## config.mk

```make
export PLATFORM = sky130hd
export DESIGN_NAME = lhc_ram
export DESIGN_NICKNAME = d
export VERILOG_FILES = /design/src/hdl/line_halfplane_clipper_core_defines.svh /design/src/hdl/lhc_ram.sv
export SDC_FILE = /design/constraint.sdc
export NUM_CORES = 1
export LEC_CHECK = 0
export BUFFER_PORTS_ARGS = -buffer_cell sky130_fd_sc_hd__clkbuf_2
export CAP_MARGIN = 25
export CELL_PAD_IN_SITES_DETAIL_PLACEMENT = 0
export CELL_PAD_IN_SITES_GLOBAL_PLACEMENT = 1
export CORE_UTILIZATION = 57
export DETAILED_ROUTE_END_ITERATION = 12
export HOLD_SLACK_MARGIN = 0.05
export PLACE_DENSITY_LB_ADDON = 0.1
export SETUP_SLACK_MARGIN = 0.2
export SLEW_MARGIN = 5
export SYNTH_ARGS = -nofsm -noshare
export SYNTH_HDL_FRONTEND = slang
export SYNTH_SLANG_ARGS = --single-unit
```

## constraint.sdc

```tcl
create_clock -name clk -period 3 [get_ports clk]
set_input_delay 0.15 -clock clk [delete_from_list [all_inputs] [get_ports clk]]
set_output_delay 0.15 -clock clk [all_outputs]
set_load 0.01 [all_outputs]
```

## src/hdl/line_halfplane_clipper_core_defines.svh

```systemverilog
// Assertion macros for the half-plane clipper core.
// No dependencies; included by files that carry concurrent assertions.
`ifndef LINE_HALFPLANE_CLIPPER_CORE_DEFINES_SVH
`define LINE_HALFPLANE_CLIPPER_CORE_DEFINES_SVH
`ifndef ASSERT_OFF
`define LHC_ASSERT_NOW(label, clk, rst, ante, cons, msg) \
  label: assert property (@(posedge clk) disable iff (rst) (ante) |-> (cons)) else $error(msg);
`define LHC_ASSERT_NEXT(label, clk, rst, ante, cons, msg) \
  label: assert property (@(posedge clk) disable iff (rst) (ante) |=> (cons)) else $error(msg);
`else
`define LHC_ASSERT_NOW(label, clk, rst, ante, cons, msg)
`define LHC_ASSERT_NEXT(label, clk, rst, ante, cons, msg)
`endif
`endif

```

## src/hdl/lhc_ram.sv

```systemverilog
// Generic single-write, single-read RAM with registered read data.
// No dependencies.
`default_nettype none
module lhc_ram #(
  parameter int WIDTH = 8,
  parameter int DEPTH = 16
) (
  input  wire logic                       clk,
  input  wire logic                       we,
  input  wire logic [$clog2(DEPTH)-1:0]   waddr,
  input  wire logic [WIDTH-1:0]           wdata,
  input  wire logic [$clog2(DEPTH)-1:0]   raddr,
  output logic      [WIDTH-1:0]           rdata
);

  logic [WIDTH-1:0] mem [DEPTH];

  always_ff @(posedge clk) begin
    if (we) mem[waddr] <= wdata;
    rdata <= mem[raddr];
  end

endmodule
`default_nettype wire

```

## Word level (Yosys, flattened, before mapping)

Memory sizes are Yosys's and may differ from the RTL's. A register that Yosys moved wholly into a read port is not among the register bits.
Cells that the tools add are included.

- Register bits: 0
- RAM bits: 128
- Input port bits: 18
- Output and inout port bits: 8
- Word-level logic and storage cells: 3
- Memories kept: 1

Memory list:

| name | words | bits a word | rd ports | clocked after Yosys merged registers in | write ports | RTL line | text |
|---|---|---|---|---|---|---|---|
| mem | 16 | 8 | 1 | 1 | 1 | lhc_ram.sv:16 | `logic [WIDTH-1:0] mem [DEPTH];` |

- Mux-type cells: 2

Operators by type and width:

| kind | number |
|---|---|
| $mux W1 | 2 |

## Longest topological paths before layout

- Depth in word-level cells: 2
- Gate-level depth with buffers: 5
- Gate-level depth less buffers: 3

## Worst setup path before layout

No wires, ideal clock.

- Path type: in2reg
- Start point: input waddr[2]
- End point: memory mem[0][0] (enable)
- Library setup time: 383 ps
- Arrival time: 1260 ps
- Data required time: 2617 ps
- Path slack: 1357 ps
- Stages on the path: 2
- Path buffers: 0
- Cells stage by stage: or3b_2 nor3_1

RTL lines:

| element | RTL line | text |
|---|---|---|
| start: declaration | lhc_ram.sv:10 | `input wire logic [$clog2(DEPTH)-1:0] waddr,` |
| end: declaration | lhc_ram.sv:16 |  |

Straight into the memory's write port.

==> summary.md <==
| Metric | Value |
|---|---|
| Status | completed |
| CTS H-tree lvls | 4 |
| Clock Path Buffers | 2 |
| Final WL | around 9000 um |
| Logic pwr share | between 4 and 5% |
| Max-cap violations | 0 |
| Tot GR Track Use | between 20% and 30% |
| Iteration-0 DRC count of the detailed router | approximately 230 |
| Min-delay worst type | in -> reg |
| # setup viols final | 0 |
| Max_slew headroom | a little over a third |
| Rows | 34 |
| Synth unique cells | 19 |
| Post-layout util | 69.1% |
| Post-cts resize count | 0 |
| Fmax | approximately 0.72 GHz |
| N_diodes | 0 |
| Synth warn | 0 |
| TritonRoute pass-1 iters | 4 |
| Via count | ~2400 |
| Nets | between 200 and 300 |
| Layout fillers | between 500 and 600 |
| # port buffers | 25 |
| Clock Tree Root | clkbuf_8 |
| Final Cycle Share | between 40% and 50% |
| Switching Share | just under 20% |
| CTS tree | done |
| Drt wl/cell | between 20 and 25 um |
| Largest net degree at the start of global routing | 33 |
| Mean post-synth cell area | 22.5 um2 |
| Pre-CTS WS | between 1 and 1.5 ns |
| Reg power frac | 47.0% |
| RSZ-0062 raised after global routing | no |
| Layout cell share with drive strength beyond 1 | ~28% |
| Final Hold Viols | 0 |
| CP required | approximately 3.4 ns |
| Area grow syn2layout | 17.1% |
| # clock sinks | about 140 |
| Post-route DRC | 0 |
| HPWL after DPL | approximately 5600 um |
| Post-synthesis register bit count | between 100 and 150 |
| CTS buffer count | 17 |
| Worst clock skew | approximately 0.0070 ns |
| # Post-CTS Setup Buffers | 0 |
| Insertion delay to the later sink of the worst-skew pair | around 0.5 ns |
| RD Place Congestion | ~0.71 |
| Mapped Nets | 247 |
| Net switching power | 898 uW |
| Via density per instance | 6.08 |
| Starting Density | between 50 and 60% |
| Worst-path clk slew | roughly 0.060 ns |
| Maximum fanout along the worst path | 20 |
| Share of the synthesized area in the top cell type | 74.7% |
| Hold Buf Count CTS | 2 |
| P_leak | 2.04 nW |
| Slew Limit Fails | 0 |
| GRT overflow | 0 |
| Min Tclk post-route | 1.39 ns |
| Final Worst Setup Slack | approximately 1.6 ns |
| First-pass GRT wire length | ~14000 um |
| Clock power share | 48.8% |
| Core ar. | 0.00872 mm2 |
| Hold WS | 0.0606 ns |
| Total power | between 4 and 5 mW |
| Critical Path Start Type | primary input |
| Number of global-route vias before repair | approximately 2400 |
| Die width | between 90 and 100 um |
| Die area | approximately 0.0094 mm2 |
| Internal power | 3.65 mW |
| Maximum VDD drop | around 450 uV |
| Post-synth top area cell | edfxtp_1 |
| I/O pin count | 26 |
| Top post-synthesis cells by area | edfxtp_1 (75%), mux4_2 (7.9%), mux4_1 (7.1%) |
| Initial antenna violation count | 0 |
| Setup TNS | 0 ns |
| Critical setup path kind | in -> reg |
| Mapped Cells | 229 |
| Power Density | roughly 750 mW/mm2 |
| Nature of the critical path endpoint | flip-flop |
| Register area share after synthesis | ~80% |
| Die H | ~97 um |
| Worst Path Arrival | about 1.8 ns |
| ANT nets after route | 0 |
| Mapped Area | 0.00515 mm2 |
| Worst-margin pin slew | approximately 0.97 ns |
-- stage by stage --
step                cell area [um2]  cells
floorplan                      5150    229
global placement               5370    357
detailed placement             5370    357
CTS                            6030    391
global route                   6030    391
finish                         6030    391
-- Yosys cell counts --
| cell | instances |
|---|---|
| edfxtp_1 | 128 |
| mux4_2 | 18 |
| a22oi_1 | 16 |
| mux4_1 | 14 |
| nor2_1 | 13 |
| nand2_1 | 9 |
| dfxtp_1 | 8 |
| nor3_1 | 4 |
| buf_2 | 3 |
| buf_6 | 3 |
| clkdlybuf4s25_2 | 3 |
| nand2b_1 | 2 |
| nand3b_1 | 2 |
| and2_1 | 1 |
| and2b_1 | 1 |
| buf_4 | 1 |
| nand3_1 | 1 |
| nor2b_1 | 1 |
| or3b_2 | 1 |
-- layer usage --
layer  track usage [%]  routed length [um]  vias to the layer above
li1                  -                   -                     1066
met2              31.4                4350                       79
met1              31.5                4300                     1220
met4              10.7                 140                        0
met5                 0                   0                        -
met3              3.83                 403                       13
-- power groups by stage --
| stage | clock (mW) | combinational [mW] | sequential (mW) |
|---|---|---|---|
| after detailed placement | 0 | 0.190 | 2.18 |
| after global placement | 0 | 0.186 | 2.17 |
| final | 2.22 | 0.191 | 2.14 |
| after floorplan | 0 | 0.108 | 2.18 |
| after CTS | 2.24 | 0.193 | 2.14 |
| after global routing | 2.32 | 0.207 | 2.14 |
-- layout by cell type (no fill, tap or decap), drive strengths merged, types with 2 or more instances in the layout --
cell type and instances:
nand3b 2, inv 4, edfxtp 128, nand2 9, clkbuf 44, nor2 13
nand2b 2, buf 5, clkinvlp 3, dlygate4sd3 2, dfxtp 8, nor3 4
bufinv 5, a22oi 16, mux4 32
-- sequential cells by signal (all words and copies together) (netlist names) --
name	flops
mem	128
rdata	8
-- cells by family after synthesis --
family | Yosys count | synth area share (%)
and+or+nand+nor | 35 | 3.18
AOI/OAI and AO/OA | 16 | 2.33
DFF | 136 | 77.8
muxes | 32 | 15.0
buffers and inverters | 10 | 1.68
-- final timing paths --
| path | cells after the start | startpoint | slack, ns | endpoint |
|---|---|---|---|---|
| worst max-delay path | 5 | raddr[0] | 1.61 | rdata[3] |
| worst min-delay path | 1 | wdata[5] | 0.06 | mem[6][5] |
| worst max register to register | 3 | mem[2][4] | 1.64 | rdata[4] |
| worst min register to register | 3 | mem[14][4] | 0.66 | rdata[4] |
-- final cells by class --
| cell class | count | area (um2) | area share [%] |
|---|---|---|---|
| Clock inverter | 13 | 216 | 3.59 |
| Clock buffer | 19 | 422 | 6.99 |
| Sequential cell | 136 | 4000 | 66.4 |
| Multi-Input combinational cell | 83 | 1060 | 17.5 |
| Timing Repair Buffer | 32 | 195 | 3.24 |
| Tap cell | 108 | 135 | 2.24 |
-- critical path: stages --
cell	delay, ns
clkbuf_2	0.40
buf_12	0.27
mux4_1	0.57
a22oi_1	0.29
nand2_1	0.08
Note: power is estimated with default switching activity, not from simulation.
