## src/hdl/line_halfplane_clipper_core_defines.svh

```systemverilog
// Assertion macros for the half-plane clipper core.
// No dependencies; included by files that carry concurrent assertions.
`ifndef LINE_HALFPLANE_CLIPPER_CORE_DEFINES_SVH
`define LINE_HALFPLANE_CLIPPER_CORE_DEFINES_SVH
`ifndef ASSERT_OFF
`define LHC_ASSERT_NOW(label, clk, rst, ante, cons, msg) \
  label: assert property (@(posedge clk) disable iff (rst) (ante) |-> (cons)) else $error(msg);
`define LHC_ASSERT_NEXT(label, clk, rst, ante, cons, msg) \
  label: assert property (@(posedge clk) disable iff (rst) (ante) |=> (cons)) else $error(msg);
`else
`define LHC_ASSERT_NOW(label, clk, rst, ante, cons, msg)
`define LHC_ASSERT_NEXT(label, clk, rst, ante, cons, msg)
`endif
`endif

```

## src/hdl/lhc_pkg.sv

```systemverilog
// Shared types, codes and helpers of the half-plane clipper core.
// No dependencies; imported by lhc_arith and line_halfplane_clipper_core.
`default_nettype none
package lhc_pkg;

  localparam int LHC_MAX_ROWS = 16;
  localparam int LHC_ROW_AW   = 4;
  localparam int LHC_W        = 130;

  typedef logic signed [LHC_W-1:0] lhc_word_t;

  // operation field
  localparam logic OP_LOAD = 1'b0;
  localparam logic OP_CLIP = 1'b1;

  // result status
  localparam logic [1:0] STATUS_OK    = 2'd0;
  localparam logic [1:0] STATUS_EMPTY = 2'd1;
  localparam logic [1:0] STATUS_DEGEN = 2'd2;

  // register indexes
  localparam logic CFG_TOLERANCE   = 1'b0;
  localparam logic CFG_PARAM_LIMIT = 1'b1;

  localparam logic [15:0] TOL_RESET  = 16'd7;
  localparam logic [46:0] PLIM_RESET = 47'd65536000000;

  // arithmetic unit operations
  localparam logic [1:0] UOP_ADD = 2'd0;
  localparam logic [1:0] UOP_SUB = 2'd1;
  localparam logic [1:0] UOP_MUL = 2'd2;
  localparam logic [1:0] UOP_DIV = 2'd3;

  typedef struct packed {
    logic       start;
    logic [1:0] op;
  } lhc_cmd_t;

  localparam logic signed [47:0] SAT_HI = {1'b0, {47{1'b1}}};
  localparam logic signed [47:0] SAT_LO = {1'b1, {47{1'b0}}};
  localparam lhc_word_t FRAC_ONE = 65536;

  function automatic logic signed [47:0] lhc_sat48(input lhc_word_t v);
    if (v > lhc_word_t'(SAT_HI)) return SAT_HI;
    else if (v < lhc_word_t'(SAT_LO)) return SAT_LO;
    else return v[47:0];
  endfunction

endpackage
`default_nettype wire

```

## src/hdl/lhc_arith.sv

```systemverilog
// Shared iterative arithmetic unit: add, subtract, shift-add multiply and
// restoring divide (truncating) on signed words, all through one adder. Uses lhc_pkg.
`default_nettype none
module lhc_arith
  import lhc_pkg::*;
(
  input  wire logic      clk,
  input  wire logic      rst,
  input  wire lhc_cmd_t  cmd,
  input  wire lhc_word_t a,
  input  wire lhc_word_t b,
  output logic           done,
  output lhc_word_t      result
);

  localparam logic [2:0] U_IDLE = 3'd0;
  localparam logic [2:0] U_ADD  = 3'd1;
  localparam logic [2:0] U_ABSA = 3'd2;
  localparam logic [2:0] U_ABSB = 3'd3;
  localparam logic [2:0] U_RUN  = 3'd4;
  localparam logic [2:0] U_FIX  = 3'd5;

  logic [2:0]       ust;
  logic [1:0]       uop;
  logic [LHC_W-1:0] x, y, r;
  logic             sgn;
  logic [7:0]       cnt;

  logic [LHC_W-1:0] ad_x, ad_y, rem_sh, fix_src;
  logic             ad_sub;
  logic [LHC_W:0]   ad_sum;

  assign rem_sh  = {r[LHC_W-2:0], x[LHC_W-1]};
  assign fix_src = (uop == UOP_DIV) ? x : r;

  always_comb begin
    ad_x   = x;
    ad_y   = y;
    ad_sub = 1'b0;
    case (ust)
      U_ADD: begin
        ad_sub = (uop == UOP_SUB);
      end
      U_ABSA: begin
        ad_x = '0; ad_y = x; ad_sub = 1'b1;
      end
      U_ABSB: begin
        ad_x = '0; ad_y = y; ad_sub = 1'b1;
      end
      U_RUN: begin
        if (uop == UOP_DIV) begin
          ad_x = rem_sh; ad_y = y; ad_sub = 1'b1;
        end else begin
          ad_x = r; ad_y = x;
        end
      end
      U_FIX: begin
        ad_x = '0; ad_y = fix_src; ad_sub = 1'b1;
      end
      default: ;
    endcase
  end

  assign ad_sum = {1'b0, ad_x} + {1'b0, (ad_sub ? ~ad_y : ad_y)} + {{LHC_W{1'b0}}, ad_sub};
  assign result = r;

  always_ff @(posedge clk) begin
    if (rst) begin
      ust  <= U_IDLE;
      done <= 1'b0;
    end else begin
      done <= (ust == U_ADD) || (ust == U_FIX);
      case (ust)
        U_IDLE: begin
          if (cmd.start) begin
            x   <= a;
            y   <= b;
            uop <= cmd.op;
            r   <= '0;
            cnt <= '0;
            sgn <= a[LHC_W-1] ^ b[LHC_W-1];
            ust <= (cmd.op == UOP_ADD || cmd.op == UOP_SUB) ? U_ADD : U_ABSA;
          end
        end
        U_ADD: begin
          r    <= ad_sum[LHC_W-1:0];
          ust  <= U_IDLE;
        end
        U_ABSA: begin
          if (x[LHC_W-1]) x <= ad_sum[LHC_W-1:0];
          ust <= U_ABSB;
        end
        U_ABSB: begin
          if (y[LHC_W-1]) y <= ad_sum[LHC_W-1:0];
          if (uop == UOP_DIV && y == '0) begin
            // divide by zero gives zero
            x   <= '0;
            ust <= U_FIX;
          end else begin
            ust <= U_RUN;
          end
        end
        U_RUN: begin
          if (uop == UOP_DIV) begin
            // carry out set means no borrow: divisor fits
            if (ad_sum[LHC_W]) begin
              r <= ad_sum[LHC_W-1:0];
              x <= {x[LHC_W-2:0], 1'b1};
            end else begin
              r <= rem_sh;
              x <= {x[LHC_W-2:0], 1'b0};
            end
            cnt <= cnt + 8'd1;
            if (cnt == 8'(LHC_W - 1)) ust <= U_FIX;
          end else begin
            if (y == '0) begin
              ust <= U_FIX;
            end else begin
              if (y[0]) r <= ad_sum[LHC_W-1:0];
              x <= {x[LHC_W-2:0], 1'b0};
              y <= {1'b0, y[LHC_W-1:1]};
            end
          end
        end
        U_FIX: begin
          r    <= sgn ? ad_sum[LHC_W-1:0] : fix_src;
          ust  <= U_IDLE;
        end
        default: ust <= U_IDLE;
      endcase
    end
  end

endmodule
`default_nettype wire
```

## config.mk

```make
export PLATFORM = sky130hd
export DESIGN_NAME = lhc_arith
export DESIGN_NICKNAME = d
export VERILOG_FILES = /design/src/hdl/line_halfplane_clipper_core_defines.svh /design/src/hdl/lhc_pkg.sv /design/src/hdl/lhc_arith.sv
export SDC_FILE = /design/constraint.sdc
export NUM_CORES = 2
export LEC_CHECK = 0
export ABC_AREA = 0
export BUFFER_PORTS_ARGS = -buffer_cell sky130_fd_sc_hd__buf_2
export CELL_PAD_IN_SITES_DETAIL_PLACEMENT = 1
export CELL_PAD_IN_SITES_GLOBAL_PLACEMENT = 1
export CORE_MARGIN = 10
export CORE_UTILIZATION = 49
export CTS_CLUSTER_DIAMETER = 40
export DETAILED_ROUTE_END_ITERATION = 10
export HOLD_SLACK_MARGIN = 0.06
export PLACE_DENSITY_LB_ADDON = 0.1
export SKIP_LAST_GASP = 1
export SYNTH_ARGS = -nofsm -noshare
export SYNTH_HDL_FRONTEND = slang
export SYNTH_SLANG_ARGS = --single-unit
```

## constraint.sdc

```tcl
create_clock -name clk -period 17.24 [get_ports clk]
set_input_delay 2.586 -clock clk [delete_from_list [all_inputs] [get_ports clk]]
set_output_delay 2.586 -clock clk [all_outputs]
set_load 0.1 [all_outputs]
```

* After elaboration in Yosys (flattened, before gate mapping)
Cells that the tools add are included.
** Storage, ports and cells
- Bits in registers :: 405
- Latch bits :: 0
- RAM bits :: 0
- Memory bits (read-only) :: 0
- Input port bits :: 265
- Word-level logic and storage cells :: 92
- Memories :: 0
** Operators by class
- Add/sub/neg operators :: 3
- Multiply operators :: 0
- Div/mod/pow operators :: 0
- Magnitude comparators :: 0
- Equality and inequality tests :: 20
- Shift-type cells :: 0
- Multiplexer cells :: 37
- Bitwise gates (word level) :: 3
- Reduce and logical (&&, ||, !) cells :: 19
** Operators with widths (number)
- 2-to-1 mux 130 bit :: 19
- one-hot mux 130 bit (4 select lines) :: 2
- one-hot mux 130 bit (3 select lines) :: 2
- one-hot mux 130 bit (2 select lines) :: 1
- adder 130 x 130 -> 131 bit :: 1
- adder 131 x 1 -> 131 bit :: 1
- zero test 130 bit :: 1
- inverter 130 bit :: 1
- 2-to-1 mux 8 bit :: 2
- one-hot mux 8 bit (2 select lines) :: 1
- AND reduction 5 bit :: 3
- inequality test 2 bit, second input constant :: 7
- 2-to-1 mux 3 bit :: 4
- inequality test 3 bit, second input constant :: 4
- one-hot mux 3 bit (4 select lines) :: 1
- AND reduction 6 bit :: 2
- adder 8 x 1 -> 8 bit, second input constant :: 1
- equality test 8 bit, second input constant :: 1
- nonzero test 4 bit :: 2
- equality test 3 x 2 -> 1 bit, second input constant :: 2
- equality test 3 bit, second input constant :: 2
- AND reduction 3 bit :: 2
- equality test 2 x 1 -> 1 bit, second input constant :: 2
- AND reduction 4 bit :: 1
- 14 further kinds :: 17

* Depth between registers and ports, before layout
- Word-level depth :: 11
- Mapped depth :: 27
- Gate-level depth less buffers :: 19

* Worst setup path after synthesis
No wires, ideal clock.
- Path type :: input -> register
- From :: in rst
- To :: reg r[0] (netlist: result[0]), enable pin
- Data arrival time :: 11.660 ns
- Data required time :: 16.462 ns
- Setup slack :: 4.802 ns
- Cell stages on the path :: 3
- Path through :: inv_1 > o41ai_1 > nor3_1
** Between the ends
- Cells in the longest elaborated chain, start to end :: 2
** Ends and longest elaborated chain
- start: declaration :: line lhc_arith.sv:8 : input wire logic rst,
- inverter 1 bit (no source line)
- AND reduction 5 bit (no source line)
- end signal: assignment :: line lhc_arith.sv:86 : r <= ad_sum[LHC_W-1:0];
- end signal: assignment :: line lhc_arith.sv:107 : r <= ad_sum[LHC_W-1:0];
- end signal: assignment :: line lhc_arith.sv:110 : r <= rem_sh;
- end: declaration :: line lhc_arith.sv:25 : logic [LHC_W-1:0] x, y, r;
No other way between the ends.
A chain may end at the register's enable or synchronous reset.

* Worst setup path in the final report
- From :: reg ust[1]
- To :: reg r[123] (netlist: result[123]), data pin
** Between the ends
- Cells in the longest elaborated chain, start to end :: 10
- Elaborated cells on any way between the ends :: 20
** Ends and longest elaborated chain
- start: declaration :: line lhc_arith.sv:23 : logic [2:0] ust;
- start signal: assignment :: line lhc_arith.sv:82 : ust <= (cmd.op == UOP_ADD || cmd.op == UOP_SUB) ? U_ADD : U_ABSA;
- equality test 3 bit / equality test 3 x 2 -> 1 bit (equally long branches) :: line lhc_arith.sv:40, lhc_arith.sv:73
- OR reduction 3 bit (no source line) / one-hot mux 130 bit (3 select lines) (equally long branches)
- one-hot mux 1 bit (3 select lines) / inverter 130 bit (equally long branches) :: line lhc_arith.sv:40, lhc_arith.sv:64
- 2-to-1 mux 130 bit :: line lhc_arith.sv:64 : assign ad_sum = {1'b0, ad_x} + {1'b0, (ad_sub ? ~ad_y : ad_y)} + {{LHC_W{1'b0}}, ad_sub};
- adder 130 x 130 -> 131 bit :: line lhc_arith.sv:64
- adder 131 x 1 -> 131 bit :: line lhc_arith.sv:64
- 2-to-1 mux 130 bit :: line lhc_arith.sv:119 : if (y[0]) r <= ad_sum[LHC_W-1:0];
- 2-to-1 mux 130 bit :: line lhc_arith.sv:116 : if (y == '0) begin
- 2-to-1 mux 130 bit :: line lhc_arith.sv:104 : if (uop == UOP_DIV) begin
- one-hot mux 130 bit (4 select lines) * :: line lhc_arith.sv:73 : case (ust)
- end signal: assignment :: line lhc_arith.sv:107
- end signal: assignment :: line lhc_arith.sv:110
- end signal: assignment :: line lhc_arith.sv:119
Every way passes the cells marked *; elsewhere a longest branch is shown, timed or not. The select of a mux whose other input is x is not followed.

==> summary.md <==
| Metric | Value |
|---|---|
| Mean post-synth cell area | `8.074 um2` |
| Period utilisation layout | `roughly half` |
| Hold Crit Start | `result[114]` |
| Fmax | `~0.11 GHz` |
| TritonCTS clock tree | `built` |
| Worst-Skew Late Latency | `approximately 0.67 ns` |
| Aggregate routed wire length | `between 150 and 200 mm` |
| Resize count post-CTS | `0` |
| # Post-CTS Setup Buffers | `0` |
| Rows | `99` |
| Main synth FF type | `edfxtp_1` |
| First-pass GRT wire length | `270.6 mm` |
| Relative slew slack | `under 10%` |
| Full die area | `around 0.085 mm2` |
| Worst-Margin Slew | `about 1.4 ns` |
| Worst R2R Start | `ust[1]` |
| H-Tree Depth | `3` |
| Routability congestion estimate | `1.016` |
| CTS Buf Count | `84` |
| Setup Crit Path Kind | `reg -> reg` |
| DR DRC count | `0` |
| Final setup viols | `0` |
| Fin. max-slew vios | `0` |
| Post-synthesis cell type count | `87` |
| Layout area overhead | `14.35%` |
| Setup crit start kind | `flop` |
| Clock-pin slew on the worst setup and hold paths | `~0.05 ns` |
| PortBufs | `about 400` |
| Synth async-reset ratio | `0%` |
| Tmin final | `a little under 9 ns` |
| CP arrival | `a little over 9 ns` |
| Antenna-violating nets left | `0` |
| Final setup TNS | `0 ns` |
| I/O pins | `about 400` |
| Maximum VDD drop | `around 97 uV` |
| Critical path endpoint category | `flop` |
| Die H | `292.0 um` |
| GR Util All Layers | `around two fifths` |
| Finished Core Util | `around 57%` |
| Chip Width | `~290 um` |
| Largest net degree at the start of global routing | `150` |
| Critical Path RT | `roughly 18 ns` |
| Pwr/cell area | `~160 mW/mm2` |
| Flop and latch count out of synthesis | `around 410` |
| Ratio of cells with drive above 1 in the final layout | `14.08%` |
| 1st-iter DRT viols | `~6000` |
| Critical path startpoint | `ust[1]` |
| Post-CTS Hold Buffers | `0` |
| Leak | `16.35 nW` |
| Final Net Count | `approximately 5100` |
| EDFF count, synth | `around 400` |
| RSZ-0062 raised after global routing | `no` |
| Via count | `approximately 41000` |
| DR vias/cell | `a little over 7` |
| Core Box Area | `approximately 0.073 mm2` |
| Final Hold Viols | `0` |
| Root buffer cell | `clkbuf_16` |
| Worst hold path type | `reg -> reg` |
| DR WL/cell | `~32 um` |
| Syn Inst Count | `between 4000 and 5000` |
| Synthesized cell area | `0.03626 mm2` |
| CTS Buffer Depth | `3` |
| Global route overflow | `0` |
| Initial Util | `approximately half` |
| Crit-path max FO | `between 100 and 150` |
| Sequential area share after synthesis | `33.43%` |
| Skew final | `0.04130 ns` |
| Status | `finished, final reports clean` |
| HPWL Detailed | `126.6 mm` |
| Vias in the first global route | `41610` |
| Max Cap Violations | `0` |
| CTS sink count | `approximately 400` |
| DRT Pass-1 Iters | `9` |
| Initial antenna violation count | `8` |
| Syn_nets | `slightly below 5000` |
| Synth warnings | `0` |
## state kept, by name, indices dropped and copies added, names as in the netlist
register	count
result	130
x	130
y	130
cnt	8
ust	3
uop	2
done	1
sgn	1
## Yosys cell counts (23+ instances only)
library cell	n	area share (%)
nand2_1	499	5.2
nor4_1	42	0.72
o21bai_1	51	1.1
clkbuf_1	306	3.2
ha_1	131	4.5
a21o_1	132	2.7
and3_1	54	0.93
edfxtp_1	401	33
buf_1	31	0.32
a221o_1	57	1.6
nand3_1	41	0.57
nand4_1	79	1.4
o21ai_0	368	5.1
a31oi_1	23	0.40
nor3_1	47	0.65
a22oi_1	112	2.3
o22ai_1	151	2.6
xor2_1	61	1.5
and2_1	77	1.3
a21oi_1	697	9.6
mux2i_1	27	0.75
buf_2	26	0.36
a221oi_1	60	1.4
a22o_1	105	2.5
a222oi_1	37	1.0
xnor2_1	201	4.9
o21a_1	26	0.54
inv_1	81	0.84
nor2_1	357	3.7
## power breakdown
part	internal [W]	switching (W)	total [W]	leakage, nW
Sequential	0.00126	0.000181	0.00145	3.87
Combinational	0.00104	0.00254	0.00358	11.1
Clock	0.00105	0.000633	0.00168	1.35
## critical path, stage by stage, from the launching register on
cell      delay [ns]
dfxtp_1         1.13
nor2_1          0.29
nand2_4         0.64
buf_12          0.61
buf_4           0.76
a21oi_1         0.10
a21o_1          0.22
fa_1            0.40
a21o_1          0.23
a221oi_2        0.38
o211ai_2        0.20
a21bo_2         0.26
a32o_1          0.37
a211o_1         0.43
a21oi_2         0.37
and2_4          0.60
buf_4           0.80
nand2b_1        0.15
a21oi_1         0.18
o21bai_1        0.08
a22o_1          0.19
## stage by stage
stage | cell area, um2 | setup WS [ns] | hold WS (ns) | std cells | total power (W)
3_5_place_dp | 38620 | 8.799 | 0.6310 | 5531 | 0.004870
3_3_place_gp | 38620 | 8.983 | 0.5989 | 5531 | 0.004810
6_report | 41460 | 8.326 | 0.6566 | 5683 | 0.006706
4_1_cts | 41460 | 8.646 | 0.6499 | 5681 | 0.006575
2_1_floorplan | 36260 | 4.802 | 0.5654 | 4491 | 0.003789
5_1_grt | 41460 | 8.081 | 0.6630 | 5681 | 0.006960
## cells in the final DEF, fill, tap and decap left out, types with 15 or more instances in the layout
master       n
o21a_1      24
o22ai_1    150
o21ai_0    368
xnor2_1    200
and3_1      52
ha_1       131
a21o_1     132
and2_1      75
nand3_1     39
buf_4       53
nor3_1      46
a222oi_1    37
nand4_1     79
a21oi_1    695
xor2_1      61
edfxtp_1   401
a22oi_1    112
a221o_1     57
mux2i_1     27
o21bai_1    51
o221ai_1    15
nand2_1    495
buf_2      395
clkbuf_16   85
a221oi_1    60
nor4_1      41
a22o_1     105
inv_1       80
nor2_1     355
a31oi_1     23
## path summary, 6_finish.rpt
check | to | slack, ns | cells after the start
setup / recovery | result[123] | 8.33 | 20
hold / removal | result[115] | 0.66 | 1
setup reg to reg | result[123] | 8.33 | 20
hold reg to reg | result[115] | 0.66 | 1
## final cells by class
cell class	instances	area, um2
antenna	2	5.005
clock buffer	94	2161
clock inverter	56	674.4
fill	8860	31740
inverter	81	304.0
multi-input combinational	3636	22580
sequential	405	12120
tap	959	1200
timing repair buffer	450	2415
## cell families after synthesis
logic type / count (synthesis) / synth area share, %
compound gates: 1955 / 34.32
simple gates: 1256 / 15.62
buf+inv: 450 / 4.831
flops: 405 / 33.43
xor+xnor: 263 / 6.373
fa+ha+maj: 132 / 4.576
mux: 30 / 0.8488
## metal layers
layer	share of wire, %	GRT usage, %
met1	39	52.98
met2	44	62.62
met3	12	11.16
met4	5.1	19.16
met5	0.054	0
Note: power is estimated with default switching activity, not from simulation.
